File: src/r2fb_pkg.sv
// Shared types, constants and geometry for the rotated 2bpp frame store writer.
`default_nettype none

package r2fb_pkg;

  // Frame store geometry limits.
  localparam int MAX_PANEL_WIDTH  = 128;
  localparam int MAX_PANEL_HEIGHT = 256;
  localparam int ROW_BYTES_MAX    = (MAX_PANEL_WIDTH + 3) / 4;
  localparam int STORE_DEPTH      = ROW_BYTES_MAX * MAX_PANEL_HEIGHT;
  localparam int ADDR_W           = $clog2(STORE_DEPTH);
  localparam int TOTAL_W          = $clog2(STORE_DEPTH + 1);
  localparam int ROWB_W           = $clog2(ROW_BYTES_MAX + 1);
  localparam int MCOL_W           = $clog2(MAX_PANEL_WIDTH);
  localparam int XROW_W           = $clog2(MAX_PANEL_HEIGHT);

  // Field and register widths.
  localparam int OP_W    = 2;
  localparam int POS_W   = 12;
  localparam int COLOR_W = 2;
  localparam int CNT_W   = 4;
  localparam int RADDR_W = 13;
  localparam int PW_W    = 8;
  localparam int PH_W    = 9;
  localparam int CFG_W   = 9;
  localparam int CFG_IDX_W = 1;

  // Clamp values for the configuration registers and blit length.
  localparam logic [PW_W-1:0]  PW_MAX   = PW_W'(MAX_PANEL_WIDTH);
  localparam logic [PH_W-1:0]  PH_MAX   = PH_W'(MAX_PANEL_HEIGHT);
  localparam logic [CNT_W-1:0] BLIT_MAX = CNT_W'(8);

  // Operation codes.
  typedef enum logic [OP_W-1:0] {
    OP_SET_PIXEL = 2'd0,
    OP_BLIT      = 2'd1,
    OP_CLEAR     = 2'd2,
    OP_READ      = 2'd3
  } op_t;

  // Configuration register indexes.
  localparam logic [CFG_IDX_W-1:0] REG_PANEL_WIDTH  = 1'b0;
  localparam logic [CFG_IDX_W-1:0] REG_PANEL_HEIGHT = 1'b1;

  // Commands from the controller to the datapath.
  typedef struct packed {
    logic load_item;
    logic pix_read;
    logic pix_write;
    logic pix_drop;
    logic clr_step;
    logic rd_issue;
    logic load_result;
  } dp_cmd_t;

  // Status from the datapath to the controller.
  typedef struct packed {
    logic pix_done;
    logic pix_in_range;
    logic clr_last;
    logic out_busy;
  } dp_status_t;

endpackage

`default_nettype wire

File: src/r2fb_ctrl.sv
// Controller state machine that sequences pixel, blit, clear and read operations.
`default_nettype none

module r2fb_ctrl (
  input  wire logic                 clk,
  input  wire logic                 rst,
  input  wire logic                 in_valid,
  input  wire logic [1:0]           op,
  output logic                      in_ready,
  output r2fb_pkg::dp_cmd_t         cmd,
  input  wire r2fb_pkg::dp_status_t stat
);
  import r2fb_pkg::*;

  typedef enum logic [5:0] {
    ST_IDLE   = 6'b000001,
    ST_PIXEL  = 6'b000010,
    ST_MODIFY = 6'b000100,
    ST_CLEAR  = 6'b001000,
    ST_READ   = 6'b010000,
    ST_FINISH = 6'b100000
  } state_t;

  state_t state;
  state_t state_next;
  op_t    in_op;

  assign in_op    = op_t'(op);
  assign in_ready = (state == ST_IDLE);

  // Next state and command decode.
  always_comb begin
    state_next = state;
    cmd        = '0;
    case (state)
      ST_IDLE: begin
        if (in_valid) begin
          cmd.load_item = 1'b1;
          case (in_op)
            OP_SET_PIXEL: state_next = ST_PIXEL;
            OP_BLIT:      state_next = ST_PIXEL;
            OP_CLEAR:     state_next = ST_CLEAR;
            OP_READ:      state_next = ST_READ;
            default:      state_next = ST_READ;
          endcase
        end
      end
      ST_PIXEL: begin
        // Walk the pixels of the item; each drawn pixel costs a read and a write.
        if (stat.pix_done) begin
          state_next = ST_FINISH;
        end else if (stat.pix_in_range) begin
          cmd.pix_read = 1'b1;
          state_next   = ST_MODIFY;
        end else begin
          cmd.pix_drop = 1'b1;
        end
      end
      ST_MODIFY: begin
        cmd.pix_write = 1'b1;
        state_next    = ST_PIXEL;
      end
      ST_CLEAR: begin
        cmd.clr_step = 1'b1;
        if (stat.clr_last) begin
          state_next = ST_FINISH;
        end
      end
      ST_READ: begin
        cmd.rd_issue = 1'b1;
        state_next   = ST_FINISH;
      end
      ST_FINISH: begin
        // Hand the result to the output register once it is free.
        if (!stat.out_busy) begin
          cmd.load_result = 1'b1;
          state_next      = ST_IDLE;
        end
      end
      default: begin
        state_next = ST_IDLE;
      end
    endcase
  end

  always_ff @(posedge clk) begin
    if (rst) begin
      state <= ST_IDLE;
    end else begin
      state <= state_next;
    end
  end

endmodule

`default_nettype wire

File: config.mk
export PLATFORM = sky130hd
export DESIGN_NAME = r2fb_ctrl
export DESIGN_NICKNAME = d
export VERILOG_FILES = /design/src/r2fb_pkg.sv /design/src/r2fb_ctrl.sv
export SDC_FILE = /design/constraint.sdc
export NUM_CORES = 1
export LEC_CHECK = 0
export BUFFER_PORTS_ARGS = -buffer_cell sky130_fd_sc_hd__buf_2
export CORE_AREA = 2 2 39 41
export CTS_CLUSTER_SIZE = 8
export DETAILED_ROUTE_END_ITERATION = 7
export DIE_AREA = 0 0 41 43
export PLACE_DENSITY_LB_ADDON = 0.2
export SETUP_SLACK_MARGIN = 0.2
export SLEW_MARGIN = 30
export SYNTH_ARGS = -nofsm -noshare
export SYNTH_HDL_FRONTEND = slang
export SYNTH_SLANG_ARGS = --single-unit
File: constraint.sdc
create_clock -name clk -period 3.4 [get_ports clk]
set_clock_uncertainty 0.1 [all_clocks]
set_input_delay 0.34 -clock clk [delete_from_list [all_inputs] [get_ports clk]]
set_output_delay 0.34 -clock clk [all_outputs]
set_load 0.02 [all_outputs]
==> results.sh, run 1 <==
export IMPL_crit_chain="or4_4, nor4b_1, buf_2"
export IMPL_cts_resized=0
export IMPL_critPathTopFamily="simple AND/OR/NAND/NOR gates"
export IMPL_synth_distinct_cells=34
export IMPL_hold_path_class="in2reg"
export IMPL_first_pass_iters=4
export IMPL_first_iter_violations=8
export IMPL_required_ps=2960
export IMPL_globalplace_congestion=0.789
export IMPL_ys_seq_area_share_pct=24.9
export IMPL_cts_tree="yes"
export IMPL_hold_violations=0
export IMPL_wl_um=1150
export IMPL_fin_ws_ps=1310
export IMPL_worst_slew_pin_slew_ps=419
export IMPL_synth_top_family_by_area="simple AND/OR/NAND/NOR gates"
export IMPL_p_leak_nw=0.282
export IMPL_worstPathMaxFanout=7
export IMPL_arrival_ps=1650
export IMPL_place_port_buffers=16
export IMPL_slowest_stage="or4_4"
export IMPL_setup_worst_path_start_class="flip-flop"
export IMPL_top_register="state"
export IMPL_cts_buffers_inserted=3
export IMPL_top_regs="state: 6 flops"
export IMPL_grt_max_degree=11
export IMPL_powerDensity_nw_per_um2=647
export IMPL_ant_nets=0
export IMPL_core_um2=1380
export IMPL_avgSynthCellArea_um2=8.78
export IMPL_dp_hpwl_um=901
export IMPL_place_ws_ps=1560
export IMPL_max_freq_mhz=479
export IMPL_path_class="reg2out"
export IMPL_postCtsSetupBuffers=0
export IMPL_first_global_vias=456
export IMPL_grt_pass1_wl_um=1960
export IMPL_grtUsageTotal_pct=16.3
export IMPL_syn_nets=64
export IMPL_ir_drop_mv=0.335
export IMPL_period_share_pct=61.3
export IMPL_die_area_um2=1760
export IMPL_postSynthRegisterBits=6
export IMPL_status="completed"
export IMPL_area_growth_pct=21.5
export IMPL_clockBufferDepth=2
export IMPL_synth_compound_area_share_pct=16.6
export IMPL_report_final_setup_viol=0
export IMPL_cap_violations=0
export IMPL_drive_above_1_share_pct=37.5
export IMPL_synth_xor_area_share_pct=0
export IMPL_syn_instance_count=55
export IMPL_final_max_slew_viol_count=0
export IMPL_hold_buffers=0
export IMPL_synth_area_um2=483
export IMPL_cts_num_sinks=6
export IMPL_crit_path_end_kind="output pin"
export IMPL_relSlewSlack_pct=71.8
export IMPL_ys_flop_type="dfxtp_1"
export IMPL_ctsRootBufferMaster="clkbuf_4"
export IMPL_largest_reg_flops=6
export IMPL_drc=0
export IMPL_yosys_area_top_type="dfxtp_1"
export IMPL_async_reset_ff_share_pct=0
export IMPL_antenna_cells=0
export IMPL_initial_utilization_pct=34.9
export IMPL_yosys_warnings=0
export IMPL_placementRows=14
export IMPL_die_height_um=43
export IMPL_yosys_top_cells_area="dfxtp_1 25%, nor2_1 5.4%, nor4b_4 4.9%, nand3b_1 4.7%, and4b_1 4.1%"
export IMPL_rsz0062_at_grt="no"
export IMPL_via_count=492
export IMPL_layout_min_cycle_time_ps=2090
export IMPL_yosys_area_share_adder_pct=0
export IMPL_yosys_area_share_simple_pct=51.8
export IMPL_cp_num_buf_inv=1
export IMPL_wl_per_cell_um=13.0
export IMPL_viasPerCell=5.59
export IMPL_cts_reportedPaths_clkPinSlew_ps=50
export IMPL_synth_top_area_share_pct=24.9
export IMPL_setup_tns_ps=0
export IMPL_critPathMaxStageDelay_ps=590
export IMPL_antenna_found_initial=0
export IMPL_ios=17
export IMPL_nNetsFinal=83
export IMPL_die_x_um=41
export IMPL_h_tree_depth=1
export IMPL_synth_area_mux_share_pct=2.07
export IMPL_synth_edf_count=0
export IMPL_clock_latency_ps=240
export IMPL_grt_overflow_total=0
-- cell usage after synthesis, types with 2 or more instances --
cell type / number
and3_1: 2
and3_2: 2
and4b_1: 2
dfxtp_1: 6
nand2_1: 2
nand3b_1: 3
nor2_1: 7
nor2b_1: 2
nor3_1: 3
nor4b_1: 2
-- stage by stage --
step / hold WS [ps] / instance area, um2 / util [%] / std cells / power [W]
floorplan: 316 / 483 / - / 55 / 0.000264
global placement: 508 / 564 / 40.8 / 85 / 0.000314
detailed placement: 514 / 564 / 40.8 / 85 / 0.000313
CTS: 252 / 587 / 42.4 / 88 / 0.000380
global route: 275 / 587 / 42.4 / 88 / 0.000411
finish: 251 / 587 / 42.4 / 88 / 0.000380
-- power breakdown --
group	leakage (nW)	internal [W]	switching, W
registers	0.0490	0.0000856	0.0000298
logic	0.220	0.0000906	0.000109
clock network	0.0138	0.0000399	0.0000249
-- metal layers --
metal | up-vias | track usage [%] | part of all wire (%)
li1 | 250 | - | -
met4 | 0 | 10.0 | 0.70
met5 | - | 0 | 0
met3 | 2 | 1.57 | 6.2
met2 | 19 | 21.6 | 46
met1 | 221 | 24.2 | 47
-- cell usage in the layout (no fill, tap or decap), types with 2 or more instances in the layout --
master,instances
buf_2,16
clkbuf_4,3
nor3_1,3
dfxtp_1,6
nand2_1,2
and4b_1,2
and3_1,2
nor2b_1,2
nor2_1,7
nor4b_1,2
and3_2,2
nand3b_1,3
-- cells by family (layout without fill, tap and decap cells) --
logic type | count (synthesis) | count (layout)
AND/OR/NAND/NOR | 35 | 35
AO/OA/AOI/OAI | 10 | 10
flip-flops | 6 | 6
buffers and inverters | 3 | 20
multiplexers | 1 | 1
-- worst reg2reg max path, cell delays in order (launching register included) --
cell and delay, ps:
dfxtp_1 370, or4_4 590, o21a_1 240, a41o_1 240
-- final cells by class --
cell class	instances	area [um2]
fill	157	797
multi-input combinational	46	340
sequential	6	120
timing repair buffer	16	80.1
clock buffer	3	22.5
tap	16	20.0
inverter	1	3.75
-- final timing paths --
check	start	end	slack, ps	depth (start not counted)
max	state[0]	cmd[0]	1310	3
max reg2reg	state[0]	state[3]	1740	3
min	rst	state[4]	250	2
min reg2reg	state[5]	state[0]	590	2
(Power assumes the default switching activity.)
==> inputs of run 2 (changes only) <==
Clock period 3.4 ns to 1.96 ns, I/O delays scaled along.
==> run 2 against run 1 <==
Net effect:
- die area is the same
- global-route usage up 1.0 points
- via count grew 3.7%
- wire length is 13% higher
- critical path type unchanged
==> results.sh, run 2 (same netlist as run 1, synthesis figures left out) <==
export IMPL_via_count=510
export IMPL_antenna_cells=0
export IMPL_rsz0062_at_grt="yes"
export IMPL_ctsRootBufferMaster="clkbuf_4"
export IMPL_initial_utilization_pct=34.9
export IMPL_place_port_buffers=16
export IMPL_final_cell_mix="11 x buf_2, 11 x buf_4, 6 x nor2_1"
export IMPL_whs_ps=108
export IMPL_grt_overflow_total=0
export IMPL_largest_reg_flops=6
export IMPL_cts_buffers_inserted=3
export IMPL_die_area_um2=1760
export IMPL_top_regs="state: 6 flops"
export IMPL_crit_path_end_kind="output pin"
export IMPL_relSlewSlack_pct=75.5
export IMPL_clockBufferDepth=2
export IMPL_drc=0
export IMPL_antenna_found_initial=0
export IMPL_first_pass_iters=4
export IMPL_wl_per_cell_um=13.7
export IMPL_final_max_slew_viol_count=0
export IMPL_hold_path_class="in2reg"
export IMPL_cts_tree="yes"
export IMPL_first_iter_violations=12
export IMPL_layout_min_cycle_time_ps=1840
export IMPL_grt_max_degree=10
export IMPL_p_leak_nw=0.325
export IMPL_setup_worst_path_start_class="flip-flop"
export IMPL_period_share_pct=93.7
export IMPL_report_final_setup_viol=0
export IMPL_ir_drop_mv=0.615
export IMPL_setup_tns_ps=0
export IMPL_nFillCells=142
export IMPL_critPathMaxStageDelay_ps=570
export IMPL_first_global_vias=495
export IMPL_arrival_ps=1540
export IMPL_crit_chain="or4_4, nor4b_4, buf_4"
export IMPL_cts_reportedPaths_clkPinSlew_ps=50
export IMPL_nNetsFinal=89
export IMPL_place_ws_ps=286
export IMPL_dp_hpwl_um=908
export IMPL_powerDensity_nw_per_um2=1140
export IMPL_viasPerCell=5.43
export IMPL_die_x_um=41
export IMPL_worstPathMaxFanout=3
export IMPL_cap_violations=0
export IMPL_ios=17
export IMPL_path_class="reg2out"
export IMPL_placementRows=14
export IMPL_wl_um=1290
export IMPL_cts_num_sinks=6
export IMPL_grtUsageTotal_pct=17.3
export IMPL_r2r_slack_ps=250
export IMPL_worst_slew_pin_slew_ps=362
export IMPL_required_ps=1660
export IMPL_globalplace_congestion=0.769
export IMPL_area_growth_pct=43.8
export IMPL_top_register="state"
export IMPL_status="completed"
export IMPL_drive_above_1_share_pct=53.8
export IMPL_ant_nets=0
export IMPL_clock_latency_ps=240
export IMPL_slowest_stage="or4_4"
export IMPL_hold_violations=0
export IMPL_max_freq_mhz=545
export IMPL_die_height_um=43
export IMPL_fin_ws_ps=123
export IMPL_h_tree_depth=1
export IMPL_core_um2=1380
export IMPL_grt_pass1_wl_um=2120
-- run 2: changes by cell type in the layout (fill, tap and decap cells not counted), moves of 2 or more --
cell and change:
dfxtp_1 -5, dfxtp_2 +3, buf_4 +11, buf_2 -5
dfxtp_4 +2
-- run 2: metrics by stage --
stage	utilization [%]	total power, W	std cells	instance area, um2
2_1_floorplan	-	0.000461	55	489
3_3_place_gp	41.2	0.000545	85	571
3_5_place_dp	41.2	0.000545	85	571
4_1_cts	45.2	0.000686	91	626
5_1_grt	50.2	0.000851	94	694
6_report	50.2	0.000789	94	694
-- run 2: repair_timing --
| item | 4_1_cts | 5_1_grt |
|---|---|---|
| gates cloned | 0 | 0 |
| pin swaps | 2 | 4 |
| endpoints found under the setup margin | 4 | 7 |
| gates resized for setup | 5 | 13 |
| setup buffers | 3 | 3 |
| hold buffers | 0 | 0 |
-- run 2: area by class of cell --
class                      count  area [um2]  area share, %
timing repair buffer          22         138           19.8
sequential                     6         131           18.9
tap                           16        20.0           2.88
inverter                       1        3.75          0.541
clock buffer                   3        22.5           3.24
multi-input combinational     46         379           54.6
-- run 2: worst paths after layout --
path / startpoint / endpoint / depth (start not counted)
hold reg to reg: state[0] / state[1] / 2
setup / recovery: state[2] / cmd[0] / 3
setup reg to reg: state[2] / state[3] / 4
hold / removal: op[1] / state[4] / 3
-- run 2: critical path, delay by kind of cell, from the launching register on --
| family | cells | cell delay [ps] |
|---|---|---|
| buf+inv | 1 | 180 |
| flops | 1 | 340 |
| simple gates | 2 | 790 |
-- run 2: power by group --
part	switching [W]	internal, W
sequential	0.0000522	0.000153
clock	0.0000439	0.0000692
combinational	0.000221	0.000249
-- run 2: per-layer routing --
metal  part of all wire, %  up-vias  global-route usage [%]
met3                   6.0        2                    1.57
met4                  0.93        0                    10.0
met2                    48       17                    26.3
met1                    45      229                    22.7
li1                      -      262                       -
met5                     0        -                       0
